`config.mk`:
```
export PLATFORM = sky130hd
export DESIGN_NAME = stat_entry_unpacker
export DESIGN_NICKNAME = d
export VERILOG_FILES = /design/src/rtl/core/seu_pkg.sv /design/src/rtl/core/seu_front.sv /design/src/rtl/core/seu_queue.sv /design/src/rtl/core/seu_back.sv /design/src/rtl/core/stat_entry_unpacker.sv
export SDC_FILE = /design/constraint.sdc
export NUM_CORES = 1
export LEC_CHECK = 0
export BUFFER_PORTS_ARGS = -buffer_cell sky130_fd_sc_hd__buf_2
export CAP_MARGIN = 30
export CORE_MARGIN = 2
export CORE_UTILIZATION = 57
export DETAILED_ROUTE_END_ITERATION = 7
export PLACE_DENSITY = 0.74
export SLEW_MARGIN = 20
export SYNTH_ARGS = -nofsm -noshare
export SYNTH_HDL_FRONTEND = slang
export SYNTH_SLANG_ARGS = --single-unit
```
`constraint.sdc`:
```
create_clock -name clk -period 9 [get_ports clk]
set_input_delay 0.45 -clock clk [delete_from_list [all_inputs] [get_ports clk]]
set_output_delay 0.45 -clock clk [all_outputs]
set_load 0.005 [all_outputs]
```
`src/rtl/core/seu_pkg.sv`:
```
// ----------------------------------------------------------------------------
// seu_pkg
// Shared types, result codes and the fixed-field layout of the stat entry
// unpacker.
// ----------------------------------------------------------------------------
`default_nettype none

package seu_pkg;

    localparam int FIXED_LEN   = 49;
    localparam int NUM_STRINGS = 4;
    localparam int QUEUE_DEPTH = 4;
    localparam int QUEUE_AW    = $clog2(QUEUE_DEPTH);

    localparam logic [16:0] POS_MAX = 17'h1FFFF;

    // result field ids
    localparam logic [3:0] FID_SIZE    = 4'd0;
    localparam logic [3:0] FID_STRBYTE = 4'd10;
    localparam logic [3:0] FID_STREND  = 4'd11;
    localparam logic [3:0] FID_END     = 4'd12;

    // parser phases after the fixed fields
    localparam logic [3:0] PH_LEN_LO = 4'd10;
    localparam logic [3:0] PH_LEN_HI = 4'd11;
    localparam logic [3:0] PH_BYTES  = 4'd12;
    localparam logic [3:0] PH_DONE   = 4'd13;

    // entry end status
    localparam logic [2:0] ST_OK       = 3'd0;
    localparam logic [2:0] ST_SHORT    = 3'd1;
    localparam logic [2:0] ST_MISMATCH = 3'd2;
    localparam logic [2:0] ST_OVERRUN  = 3'd3;
    localparam logic [2:0] ST_TRAILING = 3'd4;

    // results caused by one input byte, in delivery order
    typedef struct packed {
        logic        has_main;
        logic [3:0]  main_fid;
        logic [63:0] main_value;
        logic [1:0]  main_sidx;
        logic        has_strend;
        logic [1:0]  strend_sidx;
        logic        has_end;
        logic [2:0]  end_status;
        logic [16:0] end_consumed;
    } seu_req_t;

    // byte offset just past fixed field fc
    function automatic logic [5:0] field_end(input logic [3:0] fc);
        logic [5:0] r;
        unique case (fc)
            4'd0:    r = 6'd2;
            4'd1:    r = 6'd4;
            4'd2:    r = 6'd8;
            4'd3:    r = 6'd9;
            4'd4:    r = 6'd13;
            4'd5:    r = 6'd21;
            4'd6:    r = 6'd25;
            4'd7:    r = 6'd29;
            4'd8:    r = 6'd33;
            4'd9:    r = 6'd41;
            default: r = 6'd0;
        endcase
        return r;
    endfunction

endpackage

`default_nettype wire

```
`src/rtl/core/seu_front.sv`:
```
// ----------------------------------------------------------------------------
// seu_front
// Byte parser: tracks the entry layout and turns each byte into a request
// holding the results it causes.
// ----------------------------------------------------------------------------
`default_nettype none

module seu_front (
    input  wire logic              clk,
    input  wire logic              rst_n,
    input  wire logic              copy_strings,
    input  wire logic              in_valid,
    output logic                   in_ready,
    input  wire logic [7:0]        in_byte,
    input  wire logic              in_last,
    input  wire logic              q_full,
    output logic                   q_push,
    output seu_pkg::seu_req_t      q_data
);
    import seu_pkg::*;

    logic [16:0] pos_reg, pos_next;
    logic [63:0] acc_reg, acc_next;
    logic [3:0]  fc_reg, fc_next;
    logic [2:0]  sc_reg, sc_next;
    logic [15:0] rem_reg, rem_next;
    logic [15:0] decl_reg, decl_next;
    logic        trail_reg, trail_next;
    logic [16:0] send_reg, send_next;

    logic        accept;
    logic        do_finish;
    logic [5:0]  fstart;
    logic [5:0]  fend;
    logic [2:0]  boff;
    logic [63:0] acc_or;
    logic [15:0] rem_val;
    logic [17:0] nbuf;
    logic [17:0] expect_len;
    seu_req_t    req;

    assign in_ready = !q_full;
    assign accept   = in_valid && in_ready;

    always_comb
    begin
        pos_next   = pos_reg;
        acc_next   = acc_reg;
        fc_next    = fc_reg;
        sc_next    = sc_reg;
        rem_next   = rem_reg;
        decl_next  = decl_reg;
        trail_next = trail_reg;
        send_next  = send_reg;
        req        = '0;
        do_finish  = 1'b0;
        rem_val    = 16'd0;

        fstart = (fc_reg == FID_SIZE) ? 6'd0 : field_end(fc_reg - 4'd1);
        fend   = field_end(fc_reg);
        boff   = pos_reg[2:0] - fstart[2:0];
        acc_or = acc_reg | ({56'd0, in_byte} << {boff, 3'b000});
        nbuf   = {1'b0, pos_reg} + 18'd1;
        expect_len = {2'b00, decl_reg} + 18'd2;

        if (pos_reg < POS_MAX)
        begin
            pos_next = pos_reg + 17'd1;
        end

        if (fc_reg < PH_LEN_LO)
        begin
            if (nbuf == {12'd0, fend})
            begin
                if (fc_reg == FID_SIZE)
                begin
                    decl_next = acc_or[15:0];
                end
                req.has_main   = 1'b1;
                req.main_fid   = fc_reg;
                req.main_value = acc_or;
                acc_next       = 64'd0;
                fc_next        = fc_reg + 4'd1;
            end
            else
            begin
                acc_next = acc_or;
            end
        end
        else if (fc_reg == PH_LEN_LO)
        begin
            acc_next = {56'd0, in_byte};
            fc_next  = PH_LEN_HI;
        end
        else if (fc_reg == PH_LEN_HI)
        begin
            rem_val  = {in_byte, acc_reg[7:0]};
            rem_next = rem_val;
            acc_next = 64'd0;
            if (rem_val == 16'd0)
            begin
                do_finish = 1'b1;
            end
            else
            begin
                fc_next = PH_BYTES;
            end
        end
        else if (fc_reg == PH_BYTES)
        begin
            if (copy_strings)
            begin
                req.has_main   = 1'b1;
                req.main_fid   = FID_STRBYTE;
                req.main_value = {56'd0, in_byte};
                req.main_sidx  = sc_reg[1:0];
            end
            rem_next = rem_reg - 16'd1;
            if (rem_next == 16'd0)
            begin
                do_finish = 1'b1;
            end
        end
        else
        begin
            trail_next = 1'b1;
        end

        if (do_finish)
        begin
            if (copy_strings)
            begin
                req.has_strend  = 1'b1;
                req.strend_sidx = sc_reg[1:0];
            end
            sc_next = sc_reg + 3'd1;
            if (sc_next >= 3'(NUM_STRINGS))
            begin
                fc_next   = PH_DONE;
                send_next = pos_next;
            end
            else
            begin
                fc_next = PH_LEN_LO;
            end
        end

        if (in_last)
        begin
            // size check sees a declared size that completes on this byte
            expect_len = {2'b00, decl_next} + 18'd2;
            req.has_end = 1'b1;
            if (nbuf < 18'(FIXED_LEN))
            begin
                req.end_status = ST_SHORT;
            end
            else if (nbuf != expect_len)
            begin
                req.end_status = ST_MISMATCH;
            end
            else if (sc_next < 3'(NUM_STRINGS))
            begin
                req.end_status = ST_OVERRUN;
            end
            else if (trail_next)
            begin
                req.end_status = ST_TRAILING;
            end
            else
            begin
                req.end_status = ST_OK;
            end
            if (req.end_status == ST_OK || req.end_status == ST_TRAILING)
            begin
                req.end_consumed = send_next;
            end
            pos_next   = 17'd0;
            acc_next   = 64'd0;
            fc_next    = 4'd0;
            sc_next    = 3'd0;
            rem_next   = 16'd0;
            decl_next  = 16'd0;
            trail_next = 1'b0;
            send_next  = 17'd0;
        end
    end

    assign q_push = accept && (req.has_main || req.has_strend || req.has_end);
    assign q_data = req;

    always_ff @(posedge clk or negedge rst_n)
    begin
        if (!rst_n)
        begin
            pos_reg   <= '0;
            acc_reg   <= '0;
            fc_reg    <= '0;
            sc_reg    <= '0;
            rem_reg   <= '0;
            decl_reg  <= '0;
            trail_reg <= 1'b0;
            send_reg  <= '0;
        end
        else if (accept)
        begin
            pos_reg   <= pos_next;
            acc_reg   <= acc_next;
            fc_reg    <= fc_next;
            sc_reg    <= sc_next;
            rem_reg   <= rem_next;
            decl_reg  <= decl_next;
            trail_reg <= trail_next;
            send_reg  <= send_next;
        end
    end

endmodule

`default_nettype wire

```
`src/rtl/core/seu_queue.sv`:
```
// ----------------------------------------------------------------------------
// seu_queue
// Short request queue between the parser and the result sequencer.
// ----------------------------------------------------------------------------
`default_nettype none

module seu_queue (
    input  wire logic              clk,
    input  wire logic              rst_n,
    input  wire logic              push,
    input  wire seu_pkg::seu_req_t push_data,
    output logic                   full,
    input  wire logic              pop,
    output seu_pkg::seu_req_t      pop_data,
    output logic                   empty
);
    import seu_pkg::*;

    seu_req_t              slot_reg [QUEUE_DEPTH];
    logic [QUEUE_AW-1:0]   wr_reg, wr_next;
    logic [QUEUE_AW-1:0]   rd_reg, rd_next;
    logic [QUEUE_AW:0]     cnt_reg, cnt_next;
    logic                  do_push;
    logic                  do_pop;

    assign full     = (cnt_reg == (QUEUE_AW+1)'(QUEUE_DEPTH));
    assign empty    = (cnt_reg == '0);
    assign do_push  = push && !full;
    assign do_pop   = pop && !empty;
    assign pop_data = slot_reg[rd_reg];

    always_comb
    begin
        wr_next  = do_push ? wr_reg + 1'b1 : wr_reg;
        rd_next  = do_pop ? rd_reg + 1'b1 : rd_reg;
        cnt_next = cnt_reg;
        if (do_push && !do_pop)
        begin
            cnt_next = cnt_reg + 1'b1;
        end
        else if (do_pop && !do_push)
        begin
            cnt_next = cnt_reg - 1'b1;
        end
    end

    always_ff @(posedge clk or negedge rst_n)
    begin
        if (!rst_n)
        begin
            wr_reg  <= '0;
            rd_reg  <= '0;
            cnt_reg <= '0;
        end
        else
        begin
            wr_reg  <= wr_next;
            rd_reg  <= rd_next;
            cnt_reg <= cnt_next;
        end
    end

    always_ff @(posedge clk)
    begin
        if (do_push)
        begin
            slot_reg[wr_reg] <= push_data;
        end
    end

endmodule

`default_nettype wire

```
`src/rtl/core/seu_back.sv`:
```
// ----------------------------------------------------------------------------
// seu_back
// Result sequencer: holds one request and delivers its results in order,
// marking the last one.
// ----------------------------------------------------------------------------
`default_nettype none

module seu_back (
    input  wire logic              clk,
    input  wire logic              rst_n,
    input  wire logic              q_empty,
    input  wire seu_pkg::seu_req_t q_data,
    output logic                   q_pop,
    output logic                   out_valid,
    input  wire logic              out_ready,
    output logic [3:0]             out_fid,
    output logic [63:0]            out_value,
    output logic [1:0]             out_sidx,
    output logic [2:0]             out_status,
    output logic [16:0]            out_consumed,
    output logic                   out_last
);
    import seu_pkg::*;

    seu_req_t   cur_reg;
    logic [2:0] pend_reg, pend_next;
    logic [2:0] pend_after;
    logic       done;

    assign out_valid  = (pend_reg != 3'b000);
    assign pend_after = pend_reg & (pend_reg - 3'b001);
    assign out_last   = (pend_after == 3'b000);
    assign done       = out_valid && out_ready && out_last;
    assign q_pop      = !q_empty && (!out_valid || done);

    always_comb
    begin
        out_fid      = FID_END;
        out_value    = 64'd0;
        out_sidx     = 2'd0;
        out_status   = ST_OK;
        out_consumed = 17'd0;
        priority if (pend_reg[0])
        begin
            out_fid   = cur_reg.main_fid;
            out_value = cur_reg.main_value;
            out_sidx  = cur_reg.main_sidx;
        end
        else if (pend_reg[1])
        begin
            out_fid  = FID_STREND;
            out_sidx = cur_reg.strend_sidx;
        end
        else
        begin
            out_status   = cur_reg.end_status;
            out_consumed = cur_reg.end_consumed;
        end
    end

    always_comb
    begin
        pend_next = pend_reg;
        if (out_valid && out_ready)
        begin
            pend_next = pend_after;
        end
        if (q_pop)
        begin
            pend_next = {q_data.has_end, q_data.has_strend, q_data.has_main};
        end
    end

    always_ff @(posedge clk or negedge rst_n)
    begin
        if (!rst_n)
        begin
            pend_reg <= 3'b000;
        end
        else
        begin
            pend_reg <= pend_next;
        end
    end

    always_ff @(posedge clk)
    begin
        if (q_pop)
        begin
            cur_reg <= q_data;
        end
    end

endmodule

`default_nettype wire

```
`src/rtl/core/stat_entry_unpacker.sv`:
```
// ----------------------------------------------------------------------------
// stat_entry_unpacker
// Streaming unpacker for one packed directory-stat entry, one byte per
// request, emitting fixed fields, string bytes, string ends and an entry end.
// ----------------------------------------------------------------------------
//
//  channel  dir  handshake          payload
//  s_*      in   s_tvalid/s_tready  tdata[7:0] data_byte, tlast last_byte
//  m_*      out  m_tvalid/m_tready  tuser field_id, tdata value..consumed,
//                                   tlast run_last
//  cfg_*    in   cfg_valid/cfg_ready cfg_data copy_strings
//
//  the parser takes one byte per cycle; each byte that causes results becomes
//  one request in a four-entry queue, and the sequencer delivers one result
//  per cycle; a byte causes 0 to 3 results. the first result of a byte leaves
//  after its request passes through a queue slot and the sequencer register.
//  input stalls only when the queue is full; output stalls back up into it.
//  reset clears the parser, queue and sequencer; copy_strings resets to 1.
//  cfg_ready is always high.
//
`default_nettype none

module stat_entry_unpacker (
    input  wire logic        clk,
    input  wire logic        rst_n,
    input  wire logic        s_tvalid,
    output logic             s_tready,
    input  wire logic [7:0]  s_tdata,   // [7:0] data_byte
    input  wire logic        s_tlast,
    output logic             m_tvalid,
    input  wire logic        m_tready,
    output logic [87:0]      m_tdata,   // [63:0] value, [65:64] string_index,
                                        // [68:66] status, [85:69] consumed
    output logic [3:0]       m_tuser,   // [3:0] field_id
    output logic             m_tlast,
    input  wire logic        cfg_valid,
    output logic             cfg_ready,
    input  wire logic        cfg_data
);
    import seu_pkg::*;

    logic        copy_reg;
    logic        q_full;
    logic        q_empty;
    logic        q_push;
    logic        q_pop;
    seu_req_t    push_req;
    seu_req_t    pop_req;
    logic [63:0] out_value;
    logic [1:0]  out_sidx;
    logic [2:0]  out_status;
    logic [16:0] out_consumed;

    assign cfg_ready = 1'b1;

    always_ff @(posedge clk or negedge rst_n)
    begin
        if (!rst_n)
        begin
            copy_reg <= 1'b1;
        end
        else if (cfg_valid && cfg_ready)
        begin
            copy_reg <= cfg_data;
        end
    end

    seu_front u_front (
        .clk          (clk),
        .rst_n        (rst_n),
        .copy_strings (copy_reg),
        .in_valid     (s_tvalid),
        .in_ready     (s_tready),
        .in_byte      (s_tdata),
        .in_last      (s_tlast),
        .q_full       (q_full),
        .q_push       (q_push),
        .q_data       (push_req)
    );

    seu_queue u_queue (
        .clk       (clk),
        .rst_n     (rst_n),
        .push      (q_push),
        .push_data (push_req),
        .full      (q_full),
        .pop       (q_pop),
        .pop_data  (pop_req),
        .empty     (q_empty)
    );

    seu_back u_back (
        .clk          (clk),
        .rst_n        (rst_n),
        .q_empty      (q_empty),
        .q_data       (pop_req),
        .q_pop        (q_pop),
        .out_valid    (m_tvalid),
        .out_ready    (m_tready),
        .out_fid      (m_tuser),
        .out_value    (out_value),
        .out_sidx     (out_sidx),
        .out_status   (out_status),
        .out_consumed (out_consumed),
        .out_last     (m_tlast)
    );

    assign m_tdata = {2'b00, out_consumed, out_status, out_sidx, out_value};

endmodule

`default_nettype wire

```
==> metrics.csv <==
stage;metric;value;unit
run_status;outcome;completed;
clocking;cts_tree;yes;
global_route;grt_antenna_before_repair;0;
timing;tns;0;ns
cells_and_area;instances_no_fill;2676;
clocking;clock_sinks;621;
placed_design;dpl_cell_area;28300;um^2
worst_setup_path;crit_top_cell;ha_1;
cells_and_area;largest_register_ffs;380;
synthesis;ys.flop_type;edfxtp_1;
global_route;grt.total_usage;25.5;%
run;drv_cap;0;
route;vias_per_cell;6.24;
worst_setup_path;critPathSlowestCell;fa_1;
route;finalWirelength;62100;um
timing;slew_violations;0;
placed_design;dp.cells;2560;
worst_setup_path;start_kind;register;
floorplan;initial_core_util;57.3;%
global_route;grt_pass1_vias;16900;
synthesis;yosysSeqAreaShare;65.8;%
clocking;cts_buffer_depth;3;
synthesis;yosys_warnings;0;
clocking;clk_latency;0.63;ns
timing;finalSetupViolCount;0;
power;p_clk_share;25.9;%
cells_and_area;final.fill_count;3398;
power;switching_power;3.31;mW
power;design_power_total;9.95;mW
power;p_leak;11.2;nW
clocking;clock-root-buffer;clkbuf_16;
timing;final_hold_viol_count;0;
route;drtAntennaViolNets;0;
route;dr.pass1.iters;6;
timing;holdWs;0.0582;ns
synthesis;syn_inst;1934;
timing;timing.final.ws_setup;1.72;ns
placed_design;routabilityCongestion;0.883;
worst_setup_path;cp.buffers_inverters;3;
timing;finClkSkew;0.0179;ns
worst_setup_path;critPathArrivalTime;7.71;ns
cells_and_area;area_delta_synth_final;11.6;%
floorplan;std_cell_rows;80;
worst_setup_path;critical_path_class;register to register;
cells_and_area;drive_gt1_share;18.6;%
worst_setup_path;crit_path_end_kind;register;
timing;tightest_slew;0.954;ns
route;drc;0;
synthesis;ys_async_sr_fraction;24.0;%
power;power_density;328;nW/um^2
power;comb_power_share;31.3;%
floorplan;die_w;222;um
global_route;grt_max_degree;81;
clocking;cts.clk_slew.worst_paths;0.06;ns
global_route;grt.overflow.total;0;
clocking;cts_buffers;60;
power;ir_drop;0.000223;V
route;dr_total_vias;16700;
global_route;grt_pass1_wl;97400;um
power;switching_share;33.3;%
timing;slew_headroom;36.4;%
timing;fmax;137;MHz
power;seq_power_share;42.8;%
cells_and_area;finalNetCount;2048;
clocking;postCtsSetupRepairBufs;0;
floorplan;pin_count;111;
worst_setup_path;cp_top_family;simple AND/OR/NAND/NOR gates;
worst_setup_path;path_max_fanout;23;
synthesis;synth-edff-count;472;
floorplan;die_h;222;um
route;wl_per_cell;23.2;um
placed_design;dp_slack;1.85;ns
floorplan;fp.dieArea;49500;um^2
worst_setup_path;worstPathRequired;9.43;ns
synthesis;ys_seq_elements;621;
placed_design;dp.final_hpwl;37900;um
floorplan;coreArea;47400;um^2
power;internal_power;6.64;mW
route;drtIter0Drc;1494;
timing;fin_crit;7.28;ns
clocking;h-tree-depth;2;
cells_and_area;num_antenna_cells;0;
timing;rsz0062_at_grt;false;
cells_and_area;fin_area;30300;um^2
cells_and_area;post-route-util;64.0;%
synthesis;post_synth.cell_area_avg;14.1;um^2
synthesis;synth_cell_types;86;
placed_design;io_buffers;107;
worst_hold_path;min_path_type;input pin to register;
worst_setup_path;slowest_delay;0.96;ns
timing;min_period_over_period;80.9;%
synthesis;syn-cell-area;27200;um^2
## routing by layer
metal | vias to the layer above | wire [um] | GRT usage, %
met5 | - | 0 | 0
met3 | 110 | 3960 | 4.19
li1 | 7455 | - | -
met1 | 8530 | 25900 | 35.1
met4 | 0 | 1570 | 7.43
met2 | 610 | 30700 | 42.5
## final timing paths
path,start,to,slack [ns],cells after the start
worst min-delay path,cfg_data,copy_reg,0.06,2
min in group asynchronous,rst_n,u_front.send_reg[12],0.31,2
worst max register to register,u_front.fc_reg[1],u_queue.slot_reg[1][4],1.72,27
worst min register to register,u_front.send_reg[9],u_front.send_reg[9],0.48,1
max in group asynchronous,rst_n,u_queue.rd_reg[1],7.44,3
worst max-delay path,u_front.fc_reg[1],u_queue.slot_reg[1][4],1.72,27
## timing repair
item	in CTS	in global routing
hold buffers	1	0
endpoints found under the hold margin	46	0
resized for setup	0	0
## power by group through the flow
stage / combinational, mW / sequential (mW) / clock, mW
3_3_place_gp: 3.05 / 4.29 / 0
4_1_cts: 3.14 / 4.27 / 2.62
6_report: 3.12 / 4.26 / 2.57
3_5_place_dp: 3.12 / 4.32 / 0
2_1_floorplan: 2.27 / 4.16 / 0
5_1_grt: 3.41 / 4.32 / 2.73
## cell type report
cell class	count	area, um^2	area share (%)
Sequential cell	621	17900	59.0
Clock inverter	33	397	1.31
Multi-Input combinational cell	1162	8710	28.7
Tap cell	615	769	2.54
Timing Repair Buffer	140	837	2.76
Inverter	24	90.1	0.297
Clock buffer	81	1630	5.38
## worst register-to-register path, cell delays in order, from the launching register on
cell       delay (ns)
dfrtp_1          0.68
inv_1            0.32
ha_1             0.27
inv_1            0.10
ha_1             0.17
nand3b_1         0.11
o31a_1           0.15
o21ai_0          0.08
ha_1             0.21
fa_1             0.96
and3_1           0.27
a31oi_1          0.12
and3_1           0.26
a21oi_1          0.18
ha_1             0.29
nand2_1          0.10
nor3_1           0.23
and3_1           0.20
xnor2_1          0.09
a211oi_1         0.25
o2111ai_1        0.14
a21oi_1          0.18
nand4bb_1        0.11
nor4_1           0.22
nand4_1          0.19
or3_1            0.67
buf_16           0.27
a21oi_1          0.26
## Yosys cell counts, types with 5 or more instances
master	count	area share [%]
nor2_1	137	1.9
nor3_1	44	0.81
a21boi_0	14	0.39
buf_4	8	0.22
mux2i_1	8	0.29
nand4_1	17	0.39
buf_1	23	0.32
a22o_1	82	2.6
mux4_2	95	7.9
ha_1	22	1.0
edfxtp_1	472	52
clkbuf_1	88	1.2
nand3_1	21	0.39
a21oi_1	115	2.1
a21oi_2	9	0.29
xnor2_1	40	1.3
inv_1	24	0.33
dfrtp_1	148	14
xor2_1	25	0.81
and2_1	98	2.3
nor2b_1	12	0.28
mux2_2	5	0.21
a31oi_1	14	0.32
a21o_1	7	0.19
nor3b_1	7	0.19
nor4_1	23	0.53
o21ai_0	92	1.7
and3_1	22	0.51
or3_1	11	0.25
a22oi_1	5	0.14
nand2b_1	13	0.30
nand2_1	141	1.9
## cell families (layout without fill, tap and decap cells)
kind of cell             count (synthesis)  after routing  share of synthesized area [%]
buffers and inverters                  152            278                           2.30
AO/OA/AOI/OAI                          373            373                           8.90
flip-flops                             621            621                           65.8
other                                    2              3                         0.0276
AND/OR/NAND/NOR                        586            586                           11.2
adder cells (fa/ha/maj)                 25             25                           1.20
multiplexers                           109            109                           8.42
XOR/XNOR                                66             66                           2.15
## layout by cell type, fill, tap and decap left out, types with 17 or more instances in the layout
master / synthesis / layout
nand4_1: 17 / 17
inv_1: 24 / 24
nor3_1: 44 / 43
buf_4: 8 / 26
mux4_2: 95 / 95
clkbuf_1: 88 / 18
clkbuf_16: 0 / 62
edfxtp_1: 472 / 472
and2_1: 98 / 94
buf_2: 4 / 107
xnor2_1: 40 / 40
nor4_1: 23 / 22
nor2_1: 137 / 136
a22o_1: 82 / 82
and3_1: 22 / 22
a21oi_1: 115 / 114
dfrtp_1: 148 / 145
xor2_1: 25 / 25
nand2_1: 141 / 140
nand3_1: 21 / 21
ha_1: 22 / 22
o21ai_0: 92 / 92
No activity file was read; power rests on OpenSTA's default activity.
